File: src/rtl/slfd_pkg.sv
// ----------------------------------------------------------------------------
// slfd_pkg: shared types and constants of the sync/length frame deframer
// Holds the input and result transaction layouts, result kinds, the phase
// encoding, the sync marker table and the register map.
// ----------------------------------------------------------------------------
package slfd_pkg;

  // Transaction layouts.
  typedef struct packed {
    logic [7:0] data_byte;
    logic       restart;
  } in_item_t;

  typedef struct packed {
    logic [2:0] kind;
    logic [7:0] payload_byte;
    logic       last;
  } out_item_t;

  // Result kinds.
  localparam logic [2:0] KIND_PAYLOAD    = 3'd0;
  localparam logic [2:0] KIND_EMPTY      = 3'd1;
  localparam logic [2:0] KIND_BAD_MARKER = 3'd2;
  localparam logic [2:0] KIND_TOO_LONG   = 3'd3;
  localparam logic [2:0] KIND_ABORTED    = 3'd4;

  // Deframer phase. The fourth code is never entered and acts as hunting.
  typedef enum logic [1:0] {
    PH_HUNT    = 2'd0,
    PH_HEADER  = 2'd1,
    PH_PAYLOAD = 2'd2
  } phase_t;

  // Sync marker. Entries past the fourteenth are zero.
  localparam int SYNC_IDX_W = 4;
  localparam logic [7:0] SYNC_PATTERN [16] = '{
    8'h00, 8'hFF, 8'h03, 8'hFE, 8'h4F, 8'h33, 8'h44, 8'h53,
    8'h2D, 8'h53, 8'h54, 8'h41, 8'h52, 8'h54, 8'h00, 8'h00
  };

  // Widths of the length path.
  localparam int MAX_LEN_W  = 21;
  localparam int LEN_FULL_W = 32;

  // Register map.
  localparam int CFG_ADDR_W = 3;
  localparam int CFG_DATA_W = 32;
  localparam logic [CFG_ADDR_W-3:0] REG_MAX_PAYLOAD_LEN = 1'b0;
  localparam logic [MAX_LEN_W-1:0]  MAX_LEN_RESET       = 21'd51200;

endpackage

File: src/rtl/sync_length_frame_deframer.sv
// ----------------------------------------------------------------------------
// sync_length_frame_deframer: byte-stream frame recovery
// Finds sync-marked, length-prefixed frames and passes out their payload.
// ----------------------------------------------------------------------------
// Usage: the input channel (in_valid/in_ready/in_data) carries one received
// byte per transaction, with a restart flag that stands for a reconnect. The
// result channel (out_valid/out_ready/out_data) carries payload bytes with a
// last flag, and reports empty frames, bad markers, oversized lengths and
// aborted frames. Bytes that produce nothing (hunting, header) give no
// result transaction.
// An accepted byte is held in an input register and processed by the frame
// state machine once the output register can take a result; its result, if
// any, is then loaded into the output register. One byte is taken every
// cycle as long as the output register is empty or being read.
// When the receiver stalls with a result pending, the current byte waits in
// the input register and in_ready drops until out_ready returns.
// Reset returns the block to hunting for the marker, empties both registers
// and loads the maximum payload length with 51200. The length limit is set
// through the APB port at address 0 and must only change while idle.
// ----------------------------------------------------------------------------
module sync_length_frame_deframer #(
  parameter int MARKER_LEN   = 14,
  parameter int LENGTH_BYTES = 4
) (
  input  logic                            clk,
  input  logic                            rst_n,
  input  logic                            in_valid,
  output logic                            in_ready,
  input  slfd_pkg::in_item_t              in_data,
  output logic                            out_valid,
  input  logic                            out_ready,
  output slfd_pkg::out_item_t             out_data,
  input  logic                            psel,
  input  logic                            penable,
  input  logic                            pwrite,
  input  logic [slfd_pkg::CFG_ADDR_W-1:0] paddr,
  input  logic [slfd_pkg::CFG_DATA_W-1:0] pwdata,
  output logic [slfd_pkg::CFG_DATA_W-1:0] prdata,
  output logic                            pready
);

  logic                           in_valid_r, in_valid_nxt;
  slfd_pkg::in_item_t             in_item_r, in_item_nxt;
  logic                           out_valid_r, out_valid_nxt;
  slfd_pkg::out_item_t            out_item_r, out_item_nxt;
  logic                           step_en;
  logic                           res_valid;
  slfd_pkg::out_item_t            res;
  logic [slfd_pkg::MAX_LEN_W-1:0] max_len;

  slfd_cfg u_cfg (
    .clk     (clk),
    .rst_n   (rst_n),
    .psel    (psel),
    .penable (penable),
    .pwrite  (pwrite),
    .paddr   (paddr),
    .pwdata  (pwdata),
    .prdata  (prdata),
    .pready  (pready),
    .max_len (max_len)
  );

  slfd_core #(
    .MARKER_LEN   (MARKER_LEN),
    .LENGTH_BYTES (LENGTH_BYTES)
  ) u_core (
    .clk       (clk),
    .rst_n     (rst_n),
    .step_en   (step_en),
    .item      (in_item_r),
    .max_len   (max_len),
    .res_valid (res_valid),
    .res       (res)
  );

  // The held byte is processed once the output register can take its result.
  assign step_en  = in_valid_r && (!out_valid_r || out_ready);
  assign in_ready = !in_valid_r || step_en;

  always_comb begin
    in_valid_nxt = in_valid_r;
    in_item_nxt  = in_item_r;
    if (in_ready) begin
      in_valid_nxt = in_valid;
      in_item_nxt  = in_data;
    end
  end

  always_comb begin
    out_valid_nxt = out_valid_r;
    out_item_nxt  = out_item_r;
    if (out_ready) begin
      out_valid_nxt = 1'b0;
    end
    if (step_en && res_valid) begin
      out_valid_nxt = 1'b1;
      out_item_nxt  = res;
    end
  end

  always_ff @(posedge clk) begin
    if (!rst_n) begin
      in_valid_r  <= 1'b0;
      out_valid_r <= 1'b0;
    end else begin
      in_valid_r  <= in_valid_nxt;
      out_valid_r <= out_valid_nxt;
    end
  end

  always_ff @(posedge clk) begin
    in_item_r  <= in_item_nxt;
    out_item_r <= out_item_nxt;
  end

  assign out_valid = out_valid_r;
  assign out_data  = out_item_r;

endmodule

File: src/rtl/slfd_cfg.sv
// ----------------------------------------------------------------------------
// slfd_cfg: configuration register block
// APB-style slave holding the maximum payload length register.
// ----------------------------------------------------------------------------
module slfd_cfg (
  input  logic                            clk,
  input  logic                            rst_n,
  input  logic                            psel,
  input  logic                            penable,
  input  logic                            pwrite,
  input  logic [slfd_pkg::CFG_ADDR_W-1:0] paddr,
  input  logic [slfd_pkg::CFG_DATA_W-1:0] pwdata,
  output logic [slfd_pkg::CFG_DATA_W-1:0] prdata,
  output logic                            pready,
  output logic [slfd_pkg::MAX_LEN_W-1:0]  max_len
);

  logic [slfd_pkg::CFG_ADDR_W-3:0] reg_idx;
  logic                            wr_en;
  logic [slfd_pkg::MAX_LEN_W-1:0]  max_len_r;
  logic [slfd_pkg::MAX_LEN_W-1:0]  max_len_nxt;

  // Byte lane bits of the address are ignored.
  assign reg_idx = paddr[slfd_pkg::CFG_ADDR_W-1:2];
  assign wr_en   = psel && penable && pwrite;
  assign pready  = 1'b1;

  always_comb begin
    max_len_nxt = max_len_r;
    if (wr_en && (reg_idx == slfd_pkg::REG_MAX_PAYLOAD_LEN)) begin
      max_len_nxt = pwdata[slfd_pkg::MAX_LEN_W-1:0];
    end
  end

  always_ff @(posedge clk) begin
    if (!rst_n) begin
      max_len_r <= slfd_pkg::MAX_LEN_RESET;
    end else begin
      max_len_r <= max_len_nxt;
    end
  end

  always_comb begin
    unique case (reg_idx)
      slfd_pkg::REG_MAX_PAYLOAD_LEN: prdata = slfd_pkg::CFG_DATA_W'(max_len_r);
      default:                       prdata = '0;
    endcase
  end

  assign max_len = max_len_r;

endmodule

File: src/rtl/slfd_core.sv
// ----------------------------------------------------------------------------
// slfd_core: deframer state machine and header datapath
// Processes one byte per step and produces at most one result per step.
// ----------------------------------------------------------------------------
module slfd_core #(
  parameter int MARKER_LEN   = 14,
  parameter int LENGTH_BYTES = 4
) (
  input  logic                           clk,
  input  logic                           rst_n,
  input  logic                           step_en,
  input  slfd_pkg::in_item_t             item,
  input  logic [slfd_pkg::MAX_LEN_W-1:0] max_len,
  output logic                           res_valid,
  output slfd_pkg::out_item_t            res
);

  localparam int HDR_TOTAL = MARKER_LEN + LENGTH_BYTES;
  localparam int HP_W      = $clog2(HDR_TOTAL + 1);
  localparam int LEN_W     = 8 * LENGTH_BYTES;
  localparam logic [HP_W-1:0] MARK_LEN_C = HP_W'(MARKER_LEN);
  localparam logic [HP_W-1:0] HDR_LEN_C  = HP_W'(HDR_TOTAL);

  slfd_pkg::phase_t               phase_r, phase_nxt;
  logic                           after_frame_r, after_frame_nxt;
  logic [HP_W-1:0]                header_pos_r, header_pos_nxt;
  logic                           marker_bad_r, marker_bad_nxt;
  logic [LEN_W-1:0]               length_accum_r, length_accum_nxt;
  logic [slfd_pkg::MAX_LEN_W-1:0] payload_left_r, payload_left_nxt;

  logic                            busy;
  logic                            pay_last;
  logic                            in_marker;
  logic [7:0]                      sync_byte;
  logic                            byte_match;
  logic                            marker_bad_upd;
  logic [1:0]                      lane;
  logic [slfd_pkg::LEN_FULL_W-1:0] lane_shift;
  logic [LEN_W-1:0]                accum_upd;
  logic [HP_W-1:0]                 header_pos_inc;
  logic                            hdr_done;
  logic                            len_too_big;
  logic                            len_zero;

  // A header entered from hunting has its marker already matched and counts as
  // a frame in progress; one that follows a frame counts once it has a byte.
  assign busy = (phase_r == slfd_pkg::PH_PAYLOAD) ||
                ((phase_r == slfd_pkg::PH_HEADER) &&
                 (!after_frame_r || (header_pos_r != '0)));

  assign pay_last   = (payload_left_r <= slfd_pkg::MAX_LEN_W'(1));
  assign in_marker  = (header_pos_r < MARK_LEN_C);
  assign sync_byte  = slfd_pkg::SYNC_PATTERN[slfd_pkg::SYNC_IDX_W'(header_pos_r)];
  assign byte_match = (item.data_byte == sync_byte);
  assign marker_bad_upd = marker_bad_r || (in_marker && !byte_match);

  // Length bytes arrive least significant first.
  assign lane       = 2'(header_pos_r - MARK_LEN_C);
  assign lane_shift = slfd_pkg::LEN_FULL_W'(item.data_byte) << {lane, 3'b000};
  assign accum_upd  = in_marker ? length_accum_r
                                : (length_accum_r | LEN_W'(lane_shift));

  assign header_pos_inc = header_pos_r + HP_W'(1);
  assign hdr_done       = !(header_pos_inc < HDR_LEN_C);
  assign len_too_big    = (slfd_pkg::LEN_FULL_W'(accum_upd) >
                           slfd_pkg::LEN_FULL_W'(max_len));
  assign len_zero       = (accum_upd == '0);

  // Next state.
  always_comb begin
    phase_nxt        = phase_r;
    after_frame_nxt  = after_frame_r;
    header_pos_nxt   = header_pos_r;
    marker_bad_nxt   = marker_bad_r;
    length_accum_nxt = length_accum_r;
    payload_left_nxt = payload_left_r;
    if (step_en) begin
      if (item.restart) begin
        phase_nxt        = slfd_pkg::PH_HUNT;
        after_frame_nxt  = 1'b0;
        header_pos_nxt   = '0;
        marker_bad_nxt   = 1'b0;
        length_accum_nxt = '0;
        payload_left_nxt = '0;
      end else begin
        unique case (phase_r)
          slfd_pkg::PH_PAYLOAD: begin
            if (pay_last) begin
              phase_nxt        = slfd_pkg::PH_HEADER;
              after_frame_nxt  = 1'b1;
              header_pos_nxt   = '0;
              marker_bad_nxt   = 1'b0;
              length_accum_nxt = '0;
              payload_left_nxt = '0;
            end else begin
              payload_left_nxt = payload_left_r - slfd_pkg::MAX_LEN_W'(1);
            end
          end
          slfd_pkg::PH_HEADER: begin
            header_pos_nxt   = header_pos_inc;
            marker_bad_nxt   = marker_bad_upd;
            length_accum_nxt = accum_upd;
            if (hdr_done) begin
              if (marker_bad_upd || len_too_big) begin
                phase_nxt        = slfd_pkg::PH_HUNT;
                after_frame_nxt  = 1'b0;
                header_pos_nxt   = '0;
                marker_bad_nxt   = 1'b0;
                length_accum_nxt = '0;
                payload_left_nxt = '0;
              end else if (len_zero) begin
                after_frame_nxt  = 1'b1;
                header_pos_nxt   = '0;
                marker_bad_nxt   = 1'b0;
                length_accum_nxt = '0;
                payload_left_nxt = '0;
              end else begin
                phase_nxt        = slfd_pkg::PH_PAYLOAD;
                payload_left_nxt = slfd_pkg::MAX_LEN_W'(accum_upd);
              end
            end
          end
          default: begin
            phase_nxt = slfd_pkg::PH_HUNT;
            if (byte_match) begin
              header_pos_nxt = header_pos_inc;
              if (!(header_pos_inc < MARK_LEN_C)) begin
                phase_nxt        = slfd_pkg::PH_HEADER;
                after_frame_nxt  = 1'b0;
                header_pos_nxt   = MARK_LEN_C;
                marker_bad_nxt   = 1'b0;
                length_accum_nxt = '0;
              end
            end else begin
              header_pos_nxt = '0;
            end
          end
        endcase
      end
    end
  end

  // Result of the current step.
  always_comb begin
    res_valid        = 1'b0;
    res.kind         = slfd_pkg::KIND_PAYLOAD;
    res.payload_byte = '0;
    res.last         = 1'b0;
    if (step_en) begin
      if (item.restart) begin
        res_valid = busy;
        res.kind  = slfd_pkg::KIND_ABORTED;
      end else begin
        unique case (phase_r)
          slfd_pkg::PH_PAYLOAD: begin
            res_valid        = 1'b1;
            res.payload_byte = item.data_byte;
            res.last         = pay_last;
          end
          slfd_pkg::PH_HEADER: begin
            if (hdr_done) begin
              if (marker_bad_upd) begin
                res_valid = 1'b1;
                res.kind  = slfd_pkg::KIND_BAD_MARKER;
              end else if (len_too_big) begin
                res_valid = 1'b1;
                res.kind  = slfd_pkg::KIND_TOO_LONG;
              end else if (len_zero) begin
                res_valid = 1'b1;
                res.kind  = slfd_pkg::KIND_EMPTY;
              end
            end
          end
          default: begin
            res_valid = 1'b0;
          end
        endcase
      end
    end
  end

  always_ff @(posedge clk) begin
    if (!rst_n) begin
      phase_r        <= slfd_pkg::PH_HUNT;
      after_frame_r  <= 1'b0;
      header_pos_r   <= '0;
      marker_bad_r   <= 1'b0;
      length_accum_r <= '0;
      payload_left_r <= '0;
    end else begin
      phase_r        <= phase_nxt;
      after_frame_r  <= after_frame_nxt;
      header_pos_r   <= header_pos_nxt;
      marker_bad_r   <= marker_bad_nxt;
      length_accum_r <= length_accum_nxt;
      payload_left_r <= payload_left_nxt;
    end
  end

endmodule

File: config.mk
export PLATFORM = sky130hd
export DESIGN_NAME = sync_length_frame_deframer
export DESIGN_NICKNAME = d
export VERILOG_FILES = /design/src/rtl/slfd_pkg.sv /design/src/rtl/sync_length_frame_deframer.sv /design/src/rtl/slfd_cfg.sv /design/src/rtl/slfd_core.sv
export SDC_FILE = /design/constraint.sdc
export NUM_CORES = 1
export LEC_CHECK = 0
export BUFFER_PORTS_ARGS = -buffer_cell sky130_fd_sc_hd__buf_2
export CAP_MARGIN = 20
export CORE_MARGIN = 2
export CORE_UTILIZATION = 40
export DETAILED_ROUTE_END_ITERATION = 8
export SYNTH_ARGS = -nofsm -noshare
export SYNTH_HDL_FRONTEND = slang
export SYNTH_SLANG_ARGS = --single-unit
File: constraint.sdc
create_clock -name clk -period 4.45 [get_ports clk]
set_input_delay 0.89 -clock clk [delete_from_list [all_inputs] [get_ports clk]]
set_output_delay 0.89 -clock clk [all_outputs]
set_load 0.05 [all_outputs]
==> metrics.log <==
INFO  metric synth.top_cells.by_area = sky130_fd_sc_hd__dfxtp_1 25%, sky130_fd_sc_hd__edfxtp_1 9.4%, sky130_fd_sc_hd__ha_1 5.8%, sky130_fd_sc_hd__a21oi_1 4.3%, sky130_fd_sc_hd__nand2_1 4.2%
INFO  metric power.total = 2.084 mW
INFO  metric post_cts_hold_buffer_count = 0
INFO  metric setup.worst_path.end_class = flop
INFO  metric fin_tns_setup = 0 ns
INFO  metric post_synth.cell_area_avg = between 8 and 9 um^2
INFO  metric gate_count_after_technology_mapping = 792
INFO  metric nets = 946
INFO  metric worstPathRequired = 4.76 ns
INFO  metric groute.usage.overall = 20.47%
INFO  metric n_antenna_cell = 0
INFO  metric start_kind = flop
INFO  metric maximum_number_of_pins_on_one_net_before_global_route_repair = 38
INFO  metric number_of_hold_violations_in_the_final_report = 0
INFO  metric final-setup-viol-count = 0
INFO  metric cts_max_path_buffers = 2
INFO  metric synth_ff_type = sky130_fd_sc_hd__dfxtp_1
INFO  metric irDropWorstVdd = 0.2075 mV
INFO  metric post-route-cell-area = 7547 um^2
INFO  metric crit_fanout = 32
INFO  metric final_clock_skew = 0.006778 ns
INFO  metric wl = 18.17 mm
INFO  metric clockRootBuffer = sky130_fd_sc_hd__clkbuf_16
INFO  metric global_route.overflow_total = 0
INFO  metric synth-edff-count = 21
INFO  metric detail_route.first_pass.iterations = 7
INFO  metric unrepaired_setup_endpoints_after_global_routing = false
INFO  metric synth_area = around 6700 um^2
INFO  metric slew-limit-headroom = 38.81%
INFO  metric total_number_of_clock_tree_sinks = 106
INFO  metric wl_per_cell = 16.68 um
INFO  metric grt_pass1_vias = 5,341
INFO  metric clkLatencyLatePin = 0.36 ns
INFO  metric yosys_register_bits = 106
INFO  metric finalCriticalPeriod = 3.967 ns
INFO  metric area_growth_syn_to_layout = 12.39%
INFO  metric number_of_synthesis_warnings = 0
INFO  metric clock_tree.htree_level_count = 3
INFO  metric place_congestion = 0.8651
INFO  metric row_count = between 40 and 50
INFO  metric detail-route-antenna-nets = 0
INFO  metric grt_antenna_before_repair = 0
INFO  metric drive_gt1_share = 19.56%
INFO  metric hold_slack = 0.4554 ns
INFO  metric cts_tree = built
INFO  metric setup_repair_bufs_after_cts = 0
INFO  metric max_slew.worst_pin.slew = between 0.9 and 1 ns
INFO  metric timing.critical_path.arrival = 4.27 ns
INFO  metric route.vias.total = slightly below 6,000
INFO  metric cts_buffers = 9
INFO  metric worstHoldPathType = flop to flop
INFO  metric grt_pass1_wl = 28.83 mm
INFO  metric die_width = 133.6 um
INFO  metric setup.worst_path.class = flop to flop
INFO  metric port-buffer-count = 72
INFO  metric synth_top_cell_area_share = around a quarter
INFO  metric most_frequently_used_cell_type_in_the_post_synthesis_netlist = sky130_fd_sc_hd__dfxtp_1
INFO  metric p_leak = ~3.2 nW
INFO  metric hpwlAfterDp = 13.12 mm
INFO  metric utilization = 45.67%
INFO  metric drc = 0
INFO  metric ys_seq_area_share = between 30% and 40%
INFO  metric run_status = complete, no violations
INFO  metric postPlaceCellArea = 7241 um^2
INFO  metric proportion_of_synthesized_flip_flops_having_asynchronous_set_or_reset = 0%
INFO  metric ys_types = 90
INFO  metric fp.dieArea = roughly 18,000 um^2
INFO  metric pwr_density_cell = around 280 nW/um^2
INFO  metric die_h = approximately 130 um
INFO  metric period_share = a little under 90%
INFO  metric fmax = 252.1 MHz
INFO  metric pin_count = 98
INFO  metric clock_pin_slew_reported_for_the_worst_setup_and_hold_paths_after_clock_tree_synthesis = 0.07 ns
INFO  metric synth.top_cells.by_count = 85 x sky130_fd_sc_hd__dfxtp_1, 75 x sky130_fd_sc_hd__nand2_1, 70 x sky130_fd_sc_hd__nor2_1, 58 x sky130_fd_sc_hd__a21oi_1, 38 x sky130_fd_sc_hd__o21ai_0
INFO  metric cap_viol_max_count = 0
INFO  metric start_util = 40.64%
INFO  metric slew_viol_final = 0
INFO  metric cts_resized = 0
INFO  metric vias_per_cell = 5.399
INFO  metric dr.first_iter.drc_count = about 430
INFO  metric synth_top_area_cell = sky130_fd_sc_hd__dfxtp_1
INFO  metric design.core.area = 16,520 um^2
worst max-delay path, cell delays in order, from the launching register on:
cell and delay [ns]:
sky130_fd_sc_hd__dfxtp_1 0.41, sky130_fd_sc_hd__a21oi_2 0.08, sky130_fd_sc_hd__nand2b_1 0.18, sky130_fd_sc_hd__nor2_1 0.29, sky130_fd_sc_hd__buf_4 0.19, sky130_fd_sc_hd__a21o_1 0.17
sky130_fd_sc_hd__ha_1 0.25, sky130_fd_sc_hd__nor2b_1 0.13, sky130_fd_sc_hd__o211ai_1 0.16, sky130_fd_sc_hd__a21oi_1 0.09, sky130_fd_sc_hd__a2111oi_0 0.36, sky130_fd_sc_hd__a22oi_1 0.24
sky130_fd_sc_hd__buf_4 0.22, sky130_fd_sc_hd__or4b_4 0.51, sky130_fd_sc_hd__a31oi_4 0.23, sky130_fd_sc_hd__buf_12 0.21, sky130_fd_sc_hd__and2_4 0.16
power by group:
part	internal [mW]	total, mW	switching, mW
logic	0.0829	0.248	0.165
registers	0.988	1.01	0.0176
clock network	0.460	0.830	0.370
placed cells by master, fill, tap and decap left out, types with 4 or more instances in the layout:
cell type                    n
sky130_fd_sc_hd__nor4_1     20
sky130_fd_sc_hd__o21a_1     19
sky130_fd_sc_hd__and2_1     30
sky130_fd_sc_hd__a2111oi_0   4
sky130_fd_sc_hd__a21o_1     33
sky130_fd_sc_hd__buf_2      72
sky130_fd_sc_hd__ha_1       31
sky130_fd_sc_hd__nor2_1     69
sky130_fd_sc_hd__a21oi_1    58
sky130_fd_sc_hd__nand4_1     8
sky130_fd_sc_hd__o31ai_1     4
sky130_fd_sc_hd__nand2_1    75
sky130_fd_sc_hd__xnor2_1     6
sky130_fd_sc_hd__edfxtp_1   21
sky130_fd_sc_hd__nor2b_1     4
sky130_fd_sc_hd__mux2i_1     4
sky130_fd_sc_hd__and2_4      8
sky130_fd_sc_hd__nor3_1     20
sky130_fd_sc_hd__conb_1     12
sky130_fd_sc_hd__dfxtp_1    85
sky130_fd_sc_hd__a211oi_1   11
sky130_fd_sc_hd__xor2_1     10
sky130_fd_sc_hd__inv_1      35
sky130_fd_sc_hd__a21o_2      8
sky130_fd_sc_hd__o21ai_0    38
sky130_fd_sc_hd__nand2b_1    7
sky130_fd_sc_hd__buf_4      38
sky130_fd_sc_hd__a31oi_1    18
sky130_fd_sc_hd__clkbuf_16  10
sky130_fd_sc_hd__o211ai_1    7
sky130_fd_sc_hd__nand3_1    20
sky130_fd_sc_hd__o22ai_1     4
cell type report:
cell class / count / area (um^2)
clock inverter: 1 / 5.005
clock buffer: 15 / 299.0
inverter: 36 / 135.1
sequential: 106 / 2332
multi-input combinational: 600 / 3835
fill: 1662 / 8977
timing repair buffer: 111 / 665.6
tap: 220 / 275.3
flip-flops by register name, summed over array words and instances, names as in the netlist:
| signal | flops |
|---|---|
| u_core.length_accum_r | 32 |
| u_cfg.max_len | 21 |
| u_core.payload_left_r | 21 |
| out_data | 12 |
| in_item_r | 9 |
| u_core.header_pos_r | 5 |
| u_core.phase_r | 2 |
| in_valid_r | 1 |
| out_valid | 1 |
| u_core.after_frame_r | 1 |
| u_core.marker_bad_r | 1 |
cell families (layout without fill, tap and decap cells):
family / count (synthesis) / count (layout) / share of synthesized area [%]
AND/OR/NAND/NOR: 298 / 298 / 23.29
flip-flops: 106 / 106 / 34.73
multiplexers: 5 / 5 / 0.7639
XOR/XNOR: 16 / 16 / 2.087
adder cells (fa/ha/maj): 31 / 31 / 5.776
AO/OA/AOI/OAI: 238 / 238 / 24.48
other: 2 / 12 / 0.1118
buffers and inverters: 96 / 163 / 8.757
routing by layer:
| metal | vias up | global-route usage [%] | wire [um] |
|---|---|---|---|
| li1 | 2966 | - | - |
| met1 | 2745 | 29.30 | 9006 |
| met2 | 149 | 31.67 | 8134 |
| met3 | 20 | 2.588 | 704 |
| met4 | 0 | 7.388 | 323 |
| met5 | - | 0 | 0 |
final timing paths:
kind                            depth (start not counted)  slack, ns                   start                        end
worst min register to register                          2       0.46       u_cfg.max_len[20]          u_cfg.max_len[20]
worst min-delay path                                    2       0.46       u_cfg.max_len[20]          u_cfg.max_len[20]
worst max register to register                         16       0.48  u_core.header_pos_r[4]  u_core.length_accum_r[11]
worst max-delay path                                   16       0.48  u_core.header_pos_r[4]  u_core.length_accum_r[11]
stage by stage:
stage,cells,worst slack (ns)
6_report,1089,0.4828
5_1_grt,1089,0.1083
4_1_cts,1089,0.3066
3_5_place_dp,1073,0.3377
3_3_place_gp,1073,0.3576
2_1_floorplan,802,0.4057
Note: power is estimated with default switching activity, not from simulation.
